$ cat src/rtl/i2cms_pkg.sv
// ----------------------------------------------------------------------------
// i2cms_pkg: shared types and constants for the I2C master bit sequencer
// Command codes, register indexes, sequencer phases and the transaction
// payload structs of the command and result channels.
// ----------------------------------------------------------------------------
`default_nettype none

package i2cms_pkg;

  // Command codes carried in the kind field
  localparam logic [2:0] KindTick  = 3'd0;
  localparam logic [2:0] KindStart = 3'd1;
  localparam logic [2:0] KindStop  = 3'd2;
  localparam logic [2:0] KindWrite = 3'd3;
  localparam logic [2:0] KindAck   = 3'd4;
  localparam logic [2:0] KindRead  = 3'd5;

  // Configuration register indexes and widths
  localparam int unsigned CfgIdxW = 8;
  localparam int unsigned CfgDatW = 8;
  localparam logic [CfgIdxW-1:0] CfgHalfPeriod = 8'd0;
  localparam logic [CfgIdxW-1:0] CfgAckTimeout = 8'd1;

  // Register reset values
  localparam logic [7:0] HalfPeriodReset = 8'd3;
  localparam logic [7:0] AckTimeoutReset = 8'd250;

  // Bits in one byte
  localparam logic [3:0] BitsPerByte = 4'd8;

  // Sequencer phases
  typedef enum logic [3:0] {
    PhIdle   = 4'd0,
    PhSt1    = 4'd1,
    PhSt2    = 4'd2,
    PhSp1    = 4'd3,
    PhSp2    = 4'd4,
    PhWrLo   = 4'd5,
    PhWrNx   = 4'd6,
    PhWa1    = 4'd7,
    PhWaPoll = 4'd8,
    PhRdHi   = 4'd9,
    PhRdNx   = 4'd10,
    PhAk1    = 4'd11,
    PhAk2    = 4'd12
  } phase_e;

  // One tick of the bus timebase
  typedef struct packed {
    logic [2:0] kind;
    logic [7:0] tx_byte;
    logic       send_ack;
    logic       sda_in;
  } in_t;

  // Pin and status snapshot after one tick
  typedef struct packed {
    logic       scl_level;
    logic       sda_level;
    logic       sda_input_mode;
    logic       busy_res;
    logic       done_res;
    logic       ack_failed;
    logic [7:0] rx_data;
  } out_t;

endpackage

`default_nettype wire

$ cat src/rtl/i2c_master_bit_sequencer_top.sv
// ----------------------------------------------------------------------------
// i2c_master_bit_sequencer_top: I2C master bit sequencer
// Runs START, STOP, byte write, ACK wait and byte read one bus tick per
// command-channel transaction and reports pin levels and status per tick.
// ----------------------------------------------------------------------------
//   channel   direction  handshake            payload
//   in        input      in_valid_i/in_stall_o   i2cms_pkg::in_t
//   out       output     out_valid_o/out_stall_i i2cms_pkg::out_t
//   cfg       input      cfg_valid_i/cfg_ready_o cfg_index_i, cfg_data_i
//
// One tick transaction is taken per cycle while in_stall_o is low. The
// result of a tick is registered, in the skid register while a result waits.
// A two-entry output stage (result register plus skid register) keeps the
// input open for one more tick while a result waits; in_stall_o rises only
// when both entries are full. Reset puts the bus idle with SCL and SDA high.
// ----------------------------------------------------------------------------
`default_nettype none

module i2c_master_bit_sequencer_top (
  input  wire                                clk_i,
  input  wire                                rst_ni,
  input  wire                                in_valid_i,
  output logic                               in_stall_o,
  input  wire  i2cms_pkg::in_t               in_data_i,
  output logic                               out_valid_o,
  input  wire                                out_stall_i,
  output i2cms_pkg::out_t                    out_data_o,
  input  wire                                cfg_valid_i,
  output logic                               cfg_ready_o,
  input  wire  [i2cms_pkg::CfgIdxW-1:0]      cfg_index_i,
  input  wire  [i2cms_pkg::CfgDatW-1:0]      cfg_data_i
);

  // Configuration registers
  logic [7:0] half_period_q;
  logic [7:0] ack_timeout_q;

  // Sequencer state
  i2cms_pkg::phase_e phase_q, phase_d;
  logic [3:0] bit_index_q, bit_index_d;
  logic [7:0] shift_q, shift_d;
  logic [7:0] delay_q, delay_d;
  logic [7:0] poll_q, poll_d;
  logic       scl_q, scl_d;
  logic       sda_q, sda_d;
  logic       sda_in_mode_q, sda_in_mode_d;
  logic       ack_choice_q, ack_choice_d;
  logic       ack_fail_q, ack_fail_d;
  logic [7:0] rx_q, rx_d;
  logic       done_d;

  // Output stage
  logic            out_valid_q;
  logic            skid_valid_q;
  i2cms_pkg::out_t out_q;
  i2cms_pkg::out_t skid_q;
  i2cms_pkg::out_t result_d;

  logic       in_fire;
  logic       out_fire;
  logic [3:0] bit_next;
  logic [8:0] poll_next;

  assign in_stall_o  = skid_valid_q;
  assign in_fire     = in_valid_i && !skid_valid_q;
  assign out_valid_o = out_valid_q;
  assign out_data_o  = out_q;
  assign out_fire    = out_valid_q && !out_stall_i;
  assign cfg_ready_o = 1'b1;

  assign bit_next  = bit_index_q + 4'd1;
  assign poll_next = {1'b0, poll_q} + 9'd1;

  // Write configuration registers
  always_ff @(posedge clk_i or negedge rst_ni) begin
    if (!rst_ni) begin
      half_period_q <= i2cms_pkg::HalfPeriodReset;
      ack_timeout_q <= i2cms_pkg::AckTimeoutReset;
    end else if (cfg_valid_i) begin
      if (cfg_index_i == i2cms_pkg::CfgHalfPeriod) begin
        half_period_q <= cfg_data_i;
      end else if (cfg_index_i == i2cms_pkg::CfgAckTimeout) begin
        ack_timeout_q <= cfg_data_i;
      end
    end
  end

  // Next state: accept a command when idle, else count down or run a segment
  always_comb begin
    phase_d       = phase_q;
    bit_index_d   = bit_index_q;
    shift_d       = shift_q;
    delay_d       = delay_q;
    poll_d        = poll_q;
    scl_d         = scl_q;
    sda_d         = sda_q;
    sda_in_mode_d = sda_in_mode_q;
    ack_choice_d  = ack_choice_q;
    ack_fail_d    = ack_fail_q;
    rx_d          = rx_q;
    done_d        = 1'b0;

    if (phase_q == i2cms_pkg::PhIdle) begin
      case (in_data_i.kind)
        i2cms_pkg::KindStart: begin
          sda_in_mode_d = 1'b0;
          sda_d         = 1'b1;
          scl_d         = 1'b1;
          delay_d       = half_period_q;
          phase_d       = i2cms_pkg::PhSt1;
        end
        i2cms_pkg::KindStop: begin
          sda_in_mode_d = 1'b0;
          scl_d         = 1'b0;
          sda_d         = 1'b0;
          delay_d       = half_period_q;
          phase_d       = i2cms_pkg::PhSp1;
        end
        i2cms_pkg::KindWrite: begin
          sda_in_mode_d = 1'b0;
          bit_index_d   = 4'd0;
          sda_d         = in_data_i.tx_byte[7];
          shift_d       = {in_data_i.tx_byte[6:0], 1'b0};
          scl_d         = 1'b1;
          delay_d       = half_period_q;
          phase_d       = i2cms_pkg::PhWrLo;
        end
        i2cms_pkg::KindAck: begin
          sda_in_mode_d = 1'b1;
          sda_d         = 1'b1;
          poll_d        = 8'd0;
          ack_fail_d    = 1'b0;
          delay_d       = half_period_q;
          phase_d       = i2cms_pkg::PhWa1;
        end
        i2cms_pkg::KindRead: begin
          sda_in_mode_d = 1'b1;
          bit_index_d   = 4'd0;
          shift_d       = 8'd0;
          ack_choice_d  = in_data_i.send_ack;
          scl_d         = 1'b0;
          delay_d       = half_period_q;
          phase_d       = i2cms_pkg::PhRdHi;
        end
        default: begin
        end
      endcase
    end else if (delay_q > 8'd1) begin
      delay_d = delay_q - 8'd1;
    end else begin
      delay_d = 8'd0;
      unique case (phase_q)
        i2cms_pkg::PhSt1: begin
          sda_d   = 1'b0;
          delay_d = half_period_q;
          phase_d = i2cms_pkg::PhSt2;
        end
        i2cms_pkg::PhSt2: begin
          scl_d   = 1'b0;
          phase_d = i2cms_pkg::PhIdle;
          done_d  = 1'b1;
        end
        i2cms_pkg::PhSp1: begin
          scl_d   = 1'b1;
          sda_d   = 1'b1;
          delay_d = half_period_q;
          phase_d = i2cms_pkg::PhSp2;
        end
        i2cms_pkg::PhSp2: begin
          phase_d = i2cms_pkg::PhIdle;
          done_d  = 1'b1;
        end
        i2cms_pkg::PhWrLo: begin
          scl_d   = 1'b0;
          delay_d = half_period_q;
          phase_d = i2cms_pkg::PhWrNx;
        end
        i2cms_pkg::PhWrNx: begin
          bit_index_d = bit_next;
          if (bit_next >= i2cms_pkg::BitsPerByte) begin
            phase_d = i2cms_pkg::PhIdle;
            done_d  = 1'b1;
          end else begin
            sda_d   = shift_q[7];
            shift_d = {shift_q[6:0], 1'b0};
            scl_d   = 1'b1;
            delay_d = half_period_q;
            phase_d = i2cms_pkg::PhWrLo;
          end
        end
        i2cms_pkg::PhWa1: begin
          scl_d   = 1'b1;
          delay_d = half_period_q;
          phase_d = i2cms_pkg::PhWaPoll;
        end
        i2cms_pkg::PhWaPoll: begin
          if (!in_data_i.sda_in) begin
            scl_d   = 1'b0;
            phase_d = i2cms_pkg::PhIdle;
            done_d  = 1'b1;
          end else if (poll_next > {1'b0, ack_timeout_q}) begin
            // Give up: flag and start a STOP on this tick
            ack_fail_d    = 1'b1;
            sda_in_mode_d = 1'b0;
            scl_d         = 1'b0;
            sda_d         = 1'b0;
            delay_d       = half_period_q;
            phase_d       = i2cms_pkg::PhSp1;
          end else begin
            poll_d = poll_next[7:0];
          end
        end
        i2cms_pkg::PhRdHi: begin
          scl_d   = 1'b1;
          shift_d = {shift_q[6:0], in_data_i.sda_in};
          delay_d = half_period_q;
          phase_d = i2cms_pkg::PhRdNx;
        end
        i2cms_pkg::PhRdNx: begin
          bit_index_d = bit_next;
          scl_d       = 1'b0;
          delay_d     = half_period_q;
          if (bit_next < i2cms_pkg::BitsPerByte) begin
            phase_d = i2cms_pkg::PhRdHi;
          end else begin
            // Drive the ACK or NACK bit
            sda_in_mode_d = 1'b0;
            sda_d         = !ack_choice_q;
            phase_d       = i2cms_pkg::PhAk1;
          end
        end
        i2cms_pkg::PhAk1: begin
          scl_d   = 1'b1;
          delay_d = half_period_q;
          phase_d = i2cms_pkg::PhAk2;
        end
        i2cms_pkg::PhAk2: begin
          scl_d   = 1'b0;
          rx_d    = shift_q;
          phase_d = i2cms_pkg::PhIdle;
          done_d  = 1'b1;
        end
        default: begin
          phase_d = i2cms_pkg::PhIdle;
        end
      endcase
    end
  end

  // Outputs: pack the state after this tick into a result
  always_comb begin
    result_d.scl_level      = scl_d;
    result_d.sda_level      = sda_d;
    result_d.sda_input_mode = sda_in_mode_d;
    result_d.busy_res       = (phase_d != i2cms_pkg::PhIdle);
    result_d.done_res       = done_d;
    result_d.ack_failed     = ack_fail_d;
    result_d.rx_data        = rx_d;
  end

  // Advance the sequencer state on each accepted tick
  always_ff @(posedge clk_i or negedge rst_ni) begin
    if (!rst_ni) begin
      phase_q       <= i2cms_pkg::PhIdle;
      bit_index_q   <= 4'd0;
      shift_q       <= 8'd0;
      delay_q       <= 8'd0;
      poll_q        <= 8'd0;
      scl_q         <= 1'b1;
      sda_q         <= 1'b1;
      sda_in_mode_q <= 1'b0;
      ack_choice_q  <= 1'b0;
      ack_fail_q    <= 1'b0;
      rx_q          <= 8'd0;
    end else if (in_fire) begin
      phase_q       <= phase_d;
      bit_index_q   <= bit_index_d;
      shift_q       <= shift_d;
      delay_q       <= delay_d;
      poll_q        <= poll_d;
      scl_q         <= scl_d;
      sda_q         <= sda_d;
      sda_in_mode_q <= sda_in_mode_d;
      ack_choice_q  <= ack_choice_d;
      ack_fail_q    <= ack_fail_d;
      rx_q          <= rx_d;
    end
  end

  // Output stage control: result register with a skid register behind it
  always_ff @(posedge clk_i or negedge rst_ni) begin
    if (!rst_ni) begin
      out_valid_q  <= 1'b0;
      skid_valid_q <= 1'b0;
    end else if (skid_valid_q) begin
      if (out_fire) begin
        skid_valid_q <= 1'b0;
      end
    end else if (in_fire) begin
      if (out_valid_q && !out_fire) begin
        skid_valid_q <= 1'b1;
      end else begin
        out_valid_q <= 1'b1;
      end
    end else if (out_fire) begin
      out_valid_q <= 1'b0;
    end
  end

  // Output stage payload
  always_ff @(posedge clk_i) begin
    if (skid_valid_q) begin
      if (out_fire) begin
        out_q <= skid_q;
      end
    end else if (in_fire) begin
      if (out_valid_q && !out_fire) begin
        skid_q <= result_d;
      end else begin
        out_q <= result_d;
      end
    end
  end

endmodule

`default_nettype wire
$ cat config.mk
export PLATFORM = sky130hd
export DESIGN_NAME = i2c_master_bit_sequencer_top
export DESIGN_NICKNAME = d
export VERILOG_FILES = /design/src/rtl/i2cms_pkg.sv /design/src/rtl/i2c_master_bit_sequencer_top.sv
export SDC_FILE = /design/constraint.sdc
export NUM_CORES = 1
export LEC_CHECK = 0
export ABC_AREA = 1
export BUFFER_PORTS_ARGS = -buffer_cell sky130_fd_sc_hd__buf_2
export CORE_MARGIN = 5
export CORE_UTILIZATION = 53
export DETAILED_ROUTE_END_ITERATION = 6
export MAX_ROUTING_LAYER = met4
export PLACE_DENSITY = 0.84
export SYNTH_ARGS = -nofsm -noshare
export SYNTH_HDL_FRONTEND = slang
export SYNTH_SLANG_ARGS = --single-unit
$ cat constraint.sdc
create_clock -name clk_i -period 2.8 [get_ports clk_i]
set_input_delay 0.14 -clock clk_i [delete_from_list [all_inputs] [get_ports clk_i]]
set_output_delay 0.14 -clock clk_i [all_outputs]
set_load 0.01 [all_outputs]
Word-level counts from Yosys, hierarchy flattened
Cells that the tools add are included.
{"block": "op_classes", "reduce_logical": 38, "bitwise": 2, "n_addsub": 3, "mux": 77, "magnitude_cmp": 4, "eq_ne": 28}
{"cell": "$mux W8", "count": 18}
{"cell": "$mux W14", "count": 4}
{"cell": "$pmux W4 S9", "count": 1}
{"cell": "$mux W1", "count": 33}
{"cell": "$mux W4", "count": 8}
{"cell": "$pmux W8 S2", "count": 2}
{"cell": "$pmux W8 S3", "count": 1}
{"cell": "$eq A4 B4 Y1 const B", "count": 5}
{"cell": "$pmux W4 S5", "count": 1}
{"cell": "$eq A4 B3 Y1 const B", "count": 4}
{"cell": "$reduce_and A3 Y1", "count": 5}
{"cell": "$ne A2 B2 Y1 const B", "count": 6}
{"cell": "$reduce_or A2 Y1", "count": 6}
{"cell": "$reduce_bool A2 Y1", "count": 5}
{"cell": "$add A8 B1 Y9 const B", "count": 1}
{"cell": "$gt A9 B8 Y1", "count": 1}
{"cell": "$eq A4 B2 Y1 const B", "count": 2}
{"cell": "$eq A8 B1 Y1 const B", "count": 1}
{"cell": "$gt A8 B1 Y1 const B", "count": 1}
{"cell": "$logic_not A8 Y1", "count": 1}
{"cell": "$reduce_or A4 Y1", "count": 2}
{"cell": "$sub A8 B1 Y8 const B", "count": 1}
{"cell": "$reduce_or A7 Y1", "count": 1}
{"cell": "$eq A3 B2 Y1 const B", "count": 2}
{"cell": "27 further kinds", "count": 40}
{"block": "word_totals", "register_bits": 91, "out_inout_bits": 17, "inputBits": 34, "wordCells": 181}

Logic depth before layout (Yosys ltp)
Gate-level depths: netlist (run 1).
{"block": "depth", "ltp_word": 11, "ltp_mapped": 22, "depth_no_buf": 22}

Least setup slack after synthesis (run 1)
Ideal clock, no wire load.
{"block": "synth_path", "path_type": "reg-to-reg", "from": "register poll_q[2]", "to": "register out_q (netlist bit out_data_o[10]) (data pin)", "required_time_ns": 2.547, "path_stages_with_launch": 22, "n_path_buf": 0, "setup_time_ns": 0.253, "t_arrival_ns": 2.319, "setup_slack_ns": 0.229, "synth_period_minus_slack_ns": 2.571, "cell_sequence": "dfrtp_1 -> inv_1 -> nor3_1 -> inv_1 -> nor2_1 -> nand3_1 -> xor2_1 -> inv_1 -> ha_1 -> a21oi_1 -> and2_0 -> nand2_1 -> inv_1 -> nand2_1 -> nand3_1 -> nand2_1 -> nand2_1 -> nand3_1 -> nor2_1 -> nand2_1 -> nand2_1 -> nand2_1"}
{"item": "from (decl)", "line_no": "i2c_master_bit_sequencer_top.sv:43", "rtl": "logic [7:0] poll_q, poll_d;"}
{"item": "from (signal assigned)", "line_no": "i2c_master_bit_sequencer_top.sv:280", "rtl": "poll_q <= poll_d;"}
{"item": "to (signal assigned)", "line_no": "i2c_master_bit_sequencer_top.sv:314", "rtl": "out_q <= skid_q;"}
{"item": "to (signal assigned)", "line_no": "i2c_master_bit_sequencer_top.sv:320", "rtl": "out_q <= result_d;"}
{"item": "to (decl)", "line_no": "i2c_master_bit_sequencer_top.sv:55", "rtl": "i2cms_pkg::out_t out_q;"}

Worst setup path after layout (run 1)
{"block": "layout_path", "from": "register poll_q[0]", "to": "register poll_q[2]"}
{"block": "layout_between", "elab_chain_cells": 6, "word_cells_on_any_way": 9, "classes_between": "add/sub (1); order compare (1); eq/ne (1); mux (5); reduce/logical (1)"}
{"item": "$add A8 B1 Y9 (*)", "line_no": "i2c_master_bit_sequencer_top.sv:72", "rtl": "assign poll_next = {1'b0, poll_q} + 9'd1;"}
{"item": "parallel branches: the longest is 5 deep, another holds $gt A9 B8 Y1"}
Every way passes the cells marked *. The select of a mux whose other input is x is not followed.
A chain may end at the register's enable or synchronous reset.

==> out/metrics.cfg, run 1 <==
[critical_path]
cp-end-kind = flip-flop
critPathBufInv = 3
crit_chain = ha_2, nand2_2, nor2_4, nand3_2, xor2_1, inv_1, ha_4, and3_1, nand3b_1, buf_4, nand2_4, a21oi_1, nor3_1, buf_4, nand3_1, o21ai_1
worstSetupPathType = reg2reg
crit_path_start_kind = flip-flop
cp_slowest_stage_delay_ns = 0.43
timing.rr.start = poll_q[0]$_DFFE_PN0P_
worstPathRequired_ns = 3.10
worstPathArrival_ns = 3.06
crit_start = poll_q[0]$_DFFE_PN0P_
critPathSlowestCell = dfrtp_1
cp_top_family = simple AND/OR/NAND/NOR gates
cp_common_cell = buf_4
crit_fanout = 11

[placement]
io_buffers = 49
placedCellCount = 753
hpwl_um = 8340
finalWeightedCongestion = 0.933

[drt]
wl_per_cell_um = 15.0
drt_iter0_drc = 322
drc = 0
vias = 4347
drtAntennaViolNets = 0
avgViaCountPerCell = 5.59
wl_um = 11700
drtPass1Iterations = 5

[floorplanning]
ios = 51
start_util_pct = 54.0
core_area_mm2 = 0.00920
die_height_um = 107
die_w_um = 107
die_area_mm2 = 0.0114
num_rows = 35

[yosys]
synth.largest_area_cell = dfrtp_1
synth_top_family_by_area = simple AND/OR/NAND/NOR gates
synth.top_cell.area_share_pct = 26.7
synth-xor-area-share_pct = 1.94
synth_edf_count = 28
synth_simple_gate_area_share_pct = 21.7
ys_seq_area_share_pct = 48.9
syn-num-nets = 649
yosysUniqueCellTypes = 45
ys_seq_elements = 91
synth.area.mux_share_pct = 0.227
syn_inst = 602
synth_compound_area_share_pct = 14.7
synth_fa_ha_area_share_pct = 3.28
syn_area_per_cell_um2 = 8.25
netlist_area_mm2 = 0.00497
ys.flop_type = dfrtp_1
async_reset_ff_share_pct = 69.2
ys_warn_count = 0
synth.top_cells.by_area = dfrtp_1, edfxtp_1, nand2_1, inv_1, o21ai_0

[cells_and_area]
insertedDiodeCount = 0
area_growth_pct = 16.2
nets = 708
layout_common_cells = nand2_1, inv_1, o21ai_0
layout_commonest_cell = nand2_1
instances_no_fill = 777
drive_gt1_share_pct = 21.2

[global_route]
grt_pass1_wl_um = 19300
grt_max_degree = 35
grt_pass1_vias = 4085
grtUsageTotal_pct = 21.6
grt-ovfl-total = 0
antenna_found_initial = 0

[clock_network]
clk_latency_ns = 0.38
cts_buffers = 9
cts_max_level = 3
cts_buffer_depth = 2
cts.sinks = 91
clk_pin_slew_ns = 0.10
root_buffer = clkbuf_8
tritoncts = yes

[timing]
fmax_ghz = 0.363
period_needed_ns = 2.76
period_share_pct = 98.4
setup_violations = 0
setup_tns_ns = 0
drv_slew = 0
slew_headroom_pct = 49.5
rsz0062_at_grt = true
worstMarginPinSlew_ns = 0.758
hold_viol = 0
clock-skew-final_ns = 0.0226

[job]
cap_violations = 0

[min_path]
min-delay-start = cfg_data_i[4]
hold_path.class = in2reg

[power_and_ir_drop]
p_per_area_mw_per_mm2 = 844
p_leak_nw = 2.77
ir_worst_vdd_mv = 0.519

[status]
status = completed

==> cells in the mapped netlist, drive strengths merged, types with 3 or more instances <==
library cell and number:
a221oi 4, dfrtp 53, inv 93, o21ai 69, a22oi 5, a31oi 13, edfxtp 28, ha 13
a21oi 20, o211ai 3, xor2 11, clkbuf 7, buf 13, dfstp 10, nor3 6, nor2 40
nand2 144, nand4 8, a211oi 3, nand3 43
==> final timing paths <==
kind	to	slack, ns	depth (start not counted)
min reg2reg	sda_q$_DFFE_PN1P_	0.49	2
max reg2reg	poll_q[2]$_DFFE_PN0P_	0.04	16
min	ack_timeout_q[4]$_DFFE_PN1P_	0.01	3
max in group asynchronous	scl_q$_DFFE_PN1P_	1.62	3
min in group asynchronous	half_period_q[3]$_DFFE_PN0P_	0.37	2
max	poll_q[2]$_DFFE_PN0P_	0.04	16
==> where the power goes <==
group	leakage, nW	switching [mW]	internal [mW]	total, mW
Combinational	1.63	1.28	0.743	2.02
Sequential	1.04	0.218	1.74	1.96
Clock	0.101	0.540	0.352	0.892
==> cells by family (layout without fill, tap and decap cells) <==
logic type | after synthesis | count (layout)
and+or+nand+nor | 247 | 247
AOI/OAI and AO/OA | 125 | 125
buffers and inverters | 113 | 177
DFF | 91 | 91
adders and majority gates | 13 | 13
xor gates and xnor gates | 11 | 11
other | 1 | 1
muxes | 1 | 1
==> stage by stage <==
step | utilization (%) | power (mW) | hold WS (ns) | area, µm² | setup WS, ns
floorplan | - | 3.23 | -0.156 | 4970 | 0.229
global placement | 58.0 | 3.66 | 0.244 | 5330 | 0.0762
detailed placement | 58.0 | 3.74 | 0.246 | 5330 | -0.0650
CTS | 60.5 | 4.64 | 0.00219 | 5570 | 0.0252
global route | 62.8 | 5.23 | 0.00750 | 5770 | -0.120
finish | 62.8 | 4.87 | 0.0122 | 5770 | 0.0448
==> worst register-to-register path, stage by stage, from the launching register on <==
cell and delay [ns]:
dfrtp_1 0.43, ha_2 0.23, nand2_2 0.07, nor2_4 0.14, nand3_2 0.09, xor2_1 0.15
inv_1 0.11, ha_4 0.29, and3_1 0.17, nand3b_1 0.08, buf_4 0.17, nand2_4 0.09
a21oi_1 0.07, nor3_1 0.20, buf_4 0.23, nand3_1 0.09, o21ai_1 0.10
==> cell type report <==
| type | instances | area [µm²] |
|---|---|---|
| Clock buffer | 9 | 124 |
| Clock inverter | 7 | 73.8 |
| Fill cell | 750 | 3420 |
| Inverter | 93 | 352 |
| Multi-Input combinational cell | 398 | 2260 |
| Sequential cell | 91 | 2430 |
| Tap cell | 111 | 139 |
| Timing Repair Buffer | 68 | 393 |
==> what timing repair did <==
action,4_1_cts,5_1_grt
endpoints found under the setup margin,5,32
pin swaps,0,14
resized for setup,3,41
cloned,0,0
hold buffers,2,0
hold endpoints to repair,25,0
buffers inserted,1,5
==> layer usage <==
| metal | part of all wire (%) | vias up | track usage [%] | routed length [µm] |
|---|---|---|---|---|
| met4 | 1.8 | 0 | 7.76 | 216 |
| met5 | 0 | - | - | 0 |
| met3 | 7.1 | 21 | 4.21 | 832 |
| met1 | 42 | 2031 | 28.3 | 4930 |
| met2 | 49 | 182 | 33.8 | 5720 |
| li1 | - | 2113 | - | - |
==> registers in the layout, indices dropped and copies added, names as in the netlist <==
| name | cells |
|---|---|
| out_data_o | 14 |
| skid_q | 14 |
| ack_timeout_q | 8 |
| delay_q | 8 |
| half_period_q | 8 |
| poll_q | 8 |
| rx_q | 8 |
| shift_q | 8 |
| bit_index_q | 4 |
| phase_q | 4 |
| ack_choice_q | 1 |
| ack_fail_q | 1 |
| in_stall_o | 1 |
| out_valid_o | 1 |
| scl_q | 1 |
| sda_in_mode_q | 1 |
| sda_q | 1 |
(Power assumes the default switching activity.)
==> inputs of run 2 (changes only) <==
Settings changed: PLACE_DENSITY 0.84 to default, PLACE_DENSITY_LB_ADDON from default to 0.08.
==> run 2 against run 1 <==
Net effect: via count decreased by 2.1%; final cell count up 0.51%; setup slack lost 0.042 ns; clock-buffer cell count stayed put; clock skew fell by 0.013 ns; wire length shrank 1.5%; cell area shrank 0.26%; first-iteration DRC count is 33% lower; die area unchanged; highest routed layer unchanged.
==> out/metrics.cfg, run 2 (synthesis gave the netlist of run 1 again) <==
[status]
status = completed  ; unchanged

[drt]
wl_per_cell_um = 14.7  ; was 15.0 µm
drc = 0  ; unchanged
drtPass1Iterations = 4  ; was 5
drt_iter0_drc = 216  ; was 322
avgViaCountPerCell = 5.45  ; was 5.59
vias = 4256  ; was 4347
drtAntennaViolNets = 0  ; unchanged
wl_um = 11500  ; was 11700 µm

[global_route]
grt_pass1_wl_um = 18800  ; was 19300 µm
grt_pass1_vias = 4030  ; was 4085
grtUsageTotal_pct = 21.0  ; was 21.6%
grt-ovfl-total = 0  ; unchanged
grt_max_degree = 35  ; unchanged
antenna_found_initial = 0  ; unchanged

[clock_network]
cts_max_level = 3  ; unchanged
clk_pin_slew_ns = 0.10  ; about the same
clk_latency_ns = 0.37  ; was 0.38 ns
cts_buffer_depth = 2  ; unchanged
cts.sinks = 91  ; unchanged
cts_buffers = 9  ; unchanged
root_buffer = clkbuf_8  ; unchanged
tritoncts = yes  ; unchanged

[cells_and_area]
insertedDiodeCount = 0  ; unchanged
design_area_mm2 = 0.00576  ; was 0.00577 mm²
layout_common_cells = nand2_1, inv_1, o21ai_0  ; unchanged
area_growth_pct = 15.9  ; was 16.2%
layout_commonest_cell = nand2_1  ; unchanged
drive_gt1_share_pct = 21.6  ; was 21.2%
nets = 712  ; was 708

[floorplanning]
num_rows = 35  ; unchanged
die_area_mm2 = 0.0114  ; unchanged
start_util_pct = 54.0  ; unchanged
ios = 51  ; unchanged
core_area_mm2 = 0.00920  ; unchanged
die_w_um = 107  ; unchanged
die_height_um = 107  ; unchanged

[power_and_ir_drop]
p_switching_mw = 2.01  ; was 2.03 mW
switching_share_pct = 41.6  ; was 41.7%
total_power_mw = 4.84  ; was 4.87 mW
p_seq_share_pct = 40.6  ; was 40.2%
p_per_area_mw_per_mm2 = 841  ; was 844 mW/mm²
p_leak_nw = 2.76  ; was 2.77 nW
ir_worst_vdd_mv = 0.407  ; was 0.519 mV
clkPwrFrac_pct = 18.6  ; was 18.3%
power_frac_comb_pct = 40.7  ; was 41.5%
p_int_mw = 2.83  ; was 2.84 mW

[timing]
slew_headroom_pct = 58.5  ; was 49.5%
rsz0062_at_grt = true  ; unchanged
hold_viol = 0  ; unchanged
clock-skew-final_ns = 0.00984  ; was 0.0226 ns
fmax_ghz = 0.358  ; was 0.363 GHz
worstMarginPinSlew_ns = 0.621  ; was 0.758 ns
period_share_pct = 99.9  ; was 98.4%
period_needed_ns = 2.80  ; was 2.76 ns
drv_slew = 0  ; unchanged
setup_violations = 0  ; unchanged

[placement]
place_area_mm2 = 0.00535  ; was 0.00533 mm²
io_buffers = 49  ; unchanged
hpwl_um = 8330  ; was 8340 µm
finalWeightedCongestion = 0.912  ; was 0.933

[critical_path]
crit_chain = ha_2, nand2_2, nor2_4, xor2_1, inv_1, ha_4, nand2_1, inv_2, nand4_1, nand3b_1, buf_4, nand3_4, nand2_2, nand2_2, nand3_2, nor2_2, nand2_2, nand2_1, nand2_1  ; was ha_2, nand2_2, nor2_4, nand3_2, xor2_1, inv_1, ha_4, and3_1, nand3b_1, buf_4, nand2_4, a21oi_1, nor3_1, buf_4, nand3_1, o21ai_1
critPathSlowestCell = dfrtp_1  ; unchanged
worstPathArrival_ns = 2.92  ; was 3.06 ns
cp-end-kind = flip-flop  ; unchanged
cp_top_family = simple AND/OR/NAND/NOR gates  ; unchanged
crit_fanout = 3  ; was 11
cp_slowest_stage_delay_ns = 0.40  ; was 0.43 ns
critPathBufInv = 3  ; unchanged
cp_common_cell = nand2_2  ; was buf_4
crit_path_start_kind = flip-flop  ; unchanged
worstSetupPathType = reg2reg  ; unchanged
worstPathRequired_ns = 2.93  ; was 3.10 ns

[min_path]
hold_path.class = in2reg  ; unchanged

[job]
cap_violations = 0  ; unchanged

==> run 2: cell count changes in the layout (fill, tap and decap cells not counted), moves of 2 or more <==
cell / delta
inv_1: -2
nand3_2: -3
inv_8: +2
inv_6: -2
nor3_2: +2
nand2_4: -2
nand3_1: +3
inv_2: +2
buf_4: +4
==> run 2: power groups by stage <==
stage                     combinational (mW)  clock (mW)  sequential [mW]
after floorplan                         1.25           0             1.98
after global placement                  1.75           0             1.99
after detailed placement                1.78           0             1.99
after CTS                               1.80       0.930             1.96
after global routing                    2.23        1.00             2.00
final                                   1.97       0.903             1.97
==> run 2: per-layer routing <==
layer,share of wire [%],up-vias,GRT usage [%]
met5,0,-,-
met1,42,1974,25.8
met4,3.5,0,7.95
met2,49,126,34.2
li1,-,2121,-
met3,5.2,35,4.33
==> run 2: cell type report <==
cell class / count / area, µm²
sequential: 91 / 2430
tap: 111 / 139
multi-input combinational: 398 / 2220
clock buffer: 9 / 124
fill: 804 / 3440
clock inverter: 7 / 78.8
timing repair buffer: 72 / 418
inverter: 93 / 352
==> run 2: worst reg2reg max path, cell delays in order, from the launching register on <==
cell	delay, ns
dfrtp_1	0.40
ha_2	0.21
nand2_2	0.07
nor2_4	0.15
xor2_1	0.15
inv_1	0.10
ha_4	0.27
nand2_1	0.06
inv_2	0.05
nand4_1	0.10
nand3b_1	0.22
buf_4	0.17
nand3_4	0.07
nand2_2	0.05
nand2_2	0.06
nand3_2	0.07
nor2_2	0.15
nand2_2	0.08
nand2_1	0.06
nand2_1	0.05
==> run 2: through the flow <==
step	util (%)	setup TNS (ns)	cells	worst slack [ns]	hold WS [ns]
floorplan	-	0	602	0.229	-0.156
global placement	58.2	0	756	0.0348	0.0317
detailed placement	58.2	-0.111	756	-0.0742	0.0349
CTS	60.8	0	774	0.00790	0.0107
global route	62.6	-0.813	781	-0.167	0.0163
finish	62.6	0	781	0.00316	0.0184
==> run 2: worst paths after layout <==
kind,startpoint,end,slack (ns),cells past startpoint
worst max-delay path,poll_q[0]$_DFFE_PN0P_,out_data_o[10]$_DFFE_PP_,0.003,19
worst max register to register,poll_q[0]$_DFFE_PN0P_,out_data_o[10]$_DFFE_PP_,0.003,19
worst min-delay path,in_data_i[1],ack_choice_q$_DFFE_PN0P_,0.02,2
worst min register to register,sda_q$_DFFE_PN1P_,sda_q$_DFFE_PN1P_,0.50,2
max in group asynchronous,rst_ni,ack_timeout_q[3]$_DFFE_PN1P_,1.86,3
min in group asynchronous,rst_ni,delay_q[2]$_DFFE_PN0P_,0.18,2
==> run 2: timing repair <==
| item | in CTS | in global routing |
|---|---|---|
| gates cloned | 0 | 1 |
| hold buffers | 1 | 0 |
| endpoints found under the hold margin | 18 | 0 |
| pin swaps | 0 | 13 |
| setup buffers | 1 | 6 |
| resized for setup | 5 | 34 |
| setup endpoints to repair | 2 | 24 |
==> inputs of run 3 (changes only) <==
Settings changed: HOLD_SLACK_MARGIN from default to 0.03.
==> run 3 against run 2 <==
Net effect: the flow now finishes with violations (negative setup slack); cell area is 1.0% higher; wire length is 1.4% higher; register-to-register slack hardly changed; clock-buffer cell count stayed put; critical path depth stayed put; sequential power hardly changed; non-clock buffer count is 6 higher; clock skew is 0.00084 ns higher; die area stayed put; largest power group is now combinational cells.
==> out/metrics.cfg, run 3 (synthesis gave the netlist of run 1 again) <==
[power_and_ir_drop]
p_per_area_mw_per_mm2 = 835  ; was 841 mW/mm²
switching_share_pct = 41.6  ; about the same
p_int_mw = 2.84  ; was 2.83 mW
p_leak_nw = 2.78  ; was 2.76 nW
p_seq_share_pct = 40.5  ; was 40.6%
power_frac_comb_pct = 40.8  ; was 40.7%
clkPwrFrac_pct = 18.7  ; was 18.6%
ir_worst_vdd_mv = 0.407  ; about the same
p_switching_mw = 2.02  ; was 2.01 mW

[critical_path]
crit_fanout = 3  ; unchanged
crit_chain = ha_2, nand2_2, nor2_4, xor2_1, inv_1, ha_4, nand2_1, inv_2, nand4_1, nand3b_1, buf_4, nand3_4, nand2_2, nand2_2, nand3_2, nor2_2, nand2_2, nand2_1, nand2_1  ; unchanged
cp_common_cell = nand2_2  ; unchanged
worstPathArrival_ns = 2.93  ; was 2.92 ns
reg2reg_slack_ns = -0.002  ; was 0.003 ns
critPathBufInv = 3  ; unchanged
critPathSlowestCell = dfrtp_1  ; unchanged
cp_top_family = simple AND/OR/NAND/NOR gates  ; unchanged
worstPathRequired_ns = 2.93  ; about the same
cp_slowest_stage_delay_ns = 0.40  ; about the same
cp-end-kind = flip-flop  ; unchanged
timing.rr.start = poll_q[0]$_DFFE_PN0P_  ; unchanged
regToRegEndpoint = out_data_o[10]$_DFFE_PP_  ; unchanged
worstSetupPathType = reg2reg  ; unchanged
crit_path_start_kind = flip-flop  ; unchanged
reg2reg_depth = 19  ; unchanged

[drt]
wl_met1_um = 5020  ; was 4850 µm
avgViaCountPerCell = 5.46  ; was 5.45
wl_per_cell_um = 14.8  ; was 14.7 µm
drtPass1Iterations = 5  ; was 4
wl_um = 11700  ; was 11500 µm
drtAntennaViolNets = 0  ; unchanged
wl_met3_um = 485  ; was 600 µm
drc = 0  ; unchanged
top_layer_used = met4  ; unchanged
vias = 4300  ; was 4256
route.met2.wl_um = 5770  ; was 5660 µm
drt_iter0_drc = 232  ; was 216

[floorplanning]
die_height_um = 107  ; unchanged
die_area_mm2 = 0.0114  ; unchanged
num_rows = 35  ; unchanged
die_w_um = 107  ; unchanged
core_area_mm2 = 0.00920  ; unchanged
start_util_pct = 54.0  ; unchanged
ios = 51  ; unchanged

[cells_and_area]
final_core_util_pct = 63.3  ; was 62.6%
drive_gt1_share_pct = 21.4  ; was 21.6%
nets = 718  ; was 712
area_growth_pct = 17.1  ; was 15.9%
layout_common_cells = nand2_1, inv_1, o21ai_0  ; unchanged
layout_commonest_cell = nand2_1  ; unchanged
instances_no_fill = 787  ; was 781
insertedDiodeCount = 0  ; unchanged

[min_path]
hold_path.class = in2reg  ; unchanged
min-delay-start = cfg_data_i[3]  ; was in_data_i[1]
hold_end = ack_timeout_q[3]$_DFFE_PN1P_  ; was ack_choice_q$_DFFE_PN0P_
hold_depth = 3  ; was 2

[clock_network]
root_buffer = clkbuf_8  ; unchanged
cts_max_level = 3  ; unchanged
cts_buffer_depth = 2  ; unchanged
clk_latency_ns = 0.37  ; about the same
cts_buffers = 9  ; unchanged
cts.sinks = 91  ; unchanged
tritoncts = yes  ; unchanged
clk_pin_slew_ns = 0.10  ; about the same

[global_route]
antenna_found_initial = 0  ; unchanged
grt-ovfl-total = 0  ; unchanged
grtUsageTotal_pct = 21.3  ; was 21.0%
grt_pass1_wl_um = 19100  ; was 18800 µm
grt_max_degree = 35  ; unchanged
grt_pass1_vias = 4075  ; was 4030

[timing]
layout_setup_ws_ns = -0.00154  ; was 0.00316 ns
period_share_pct = 100  ; was 99.9%
worstMarginPinSlew_ns = 0.621  ; about the same
fmax_ghz = 0.357  ; was 0.358 GHz
rsz0062_at_grt = true  ; unchanged
drv_slew = 0  ; unchanged
period_needed_ns = 2.80  ; about the same
hold_viol = 0  ; unchanged
setup_violations = 1  ; was 0
slew_headroom_pct = 58.5  ; about the same
clock-skew-final_ns = 0.0107  ; was 0.00984 ns

[placement]
finalWeightedCongestion = 0.912  ; unchanged
placedCellCount = 756  ; unchanged
hpwl_um = 8330  ; unchanged
io_buffers = 49  ; unchanged

[status]
violations = negative setup slack
status = complete, but fails checks  ; was completed

[job]
cap_violations = 0  ; unchanged

run 3: final cells by class:
type	instances	area, µm²
multi-input combinational	398	2220
timing repair buffer	78	478
sequential	91	2430
clock buffer	9	124
fill	795	3380
inverter	93	352
tap	111	139
clock inverter	7	78.8
run 3: power groups by stage:
stage                     combinational [mW]  clock [mW]  sequential, mW
final                                   1.98       0.908            1.97
after global routing                    2.24        1.00            2.00
after CTS                               1.81       0.930            1.96
after detailed placement                1.78           0            1.99
after global placement                  1.75           0            1.99
after floorplan                         1.25           0            1.98
run 3: worst max-delay path by stage:
stage	start	endpoint	slack, ns	cells past startpoint
final	poll_q[0]$_DFFE_PN0P_	out_data_o[10]$_DFFE_PP_	-0.002	19
after global routing	poll_q[0]$_DFFE_PN0P_	out_data_o[10]$_DFFE_PP_	-0.17	19
after CTS	poll_q[2]$_DFFE_PN0P_	out_data_o[10]$_DFFE_PP_	0.008	20
after detailed placement	poll_q[0]$_DFFE_PN0P_	out_data_o[10]$_DFFE_PP_	-0.07	21
after global placement	poll_q[0]$_DFFE_PN0P_	out_data_o[10]$_DFFE_PP_	0.03	21
after floorplan	poll_q[2]$_DFFE_PN0P_	out_data_o[10]$_DFFE_PP_	0.23	21
run 3: what timing repair did:
item                       4_1_cts  5_1_grt
gates cloned                     0        1
pin swaps                        0       13
resized for setup                5       34
hold buffers                     6        1
hold endpoints to repair        32        1
buffers inserted                 1        6
setup endpoints to repair        2       24
run 3: tightest hold or removal path, cell delays in order:
cell     delay, ns
buf_2         0.10
inv_1         0.07
o21ai_0       0.09
run 3: per-layer routing:
| metal | global-route usage, % | vias to the layer above |
|---|---|---|
| met1 | 26.0 | 2011 |
| li1 | - | 2134 |
| met3 | 4.21 | 36 |
| met4 | 7.95 | 0 |
| met5 | - | - |
| met2 | 35.1 | 119 |
run 3: through the flow:
step                      setup slack (ns)   TNS, ns  area [µm²]  power (mW)  hold WS, ns
after global routing                -0.167    -0.813        5820        5.24       0.0306
after CTS                          0.00790         0        5640        4.70       0.0308
final                             -0.00154  -0.00154        5820        4.86       0.0359
after detailed placement           -0.0742    -0.111        5350        3.77       0.0349
after global placement              0.0348         0        5350        3.74       0.0317
after floorplan                      0.229         0        4970        3.23       -0.156
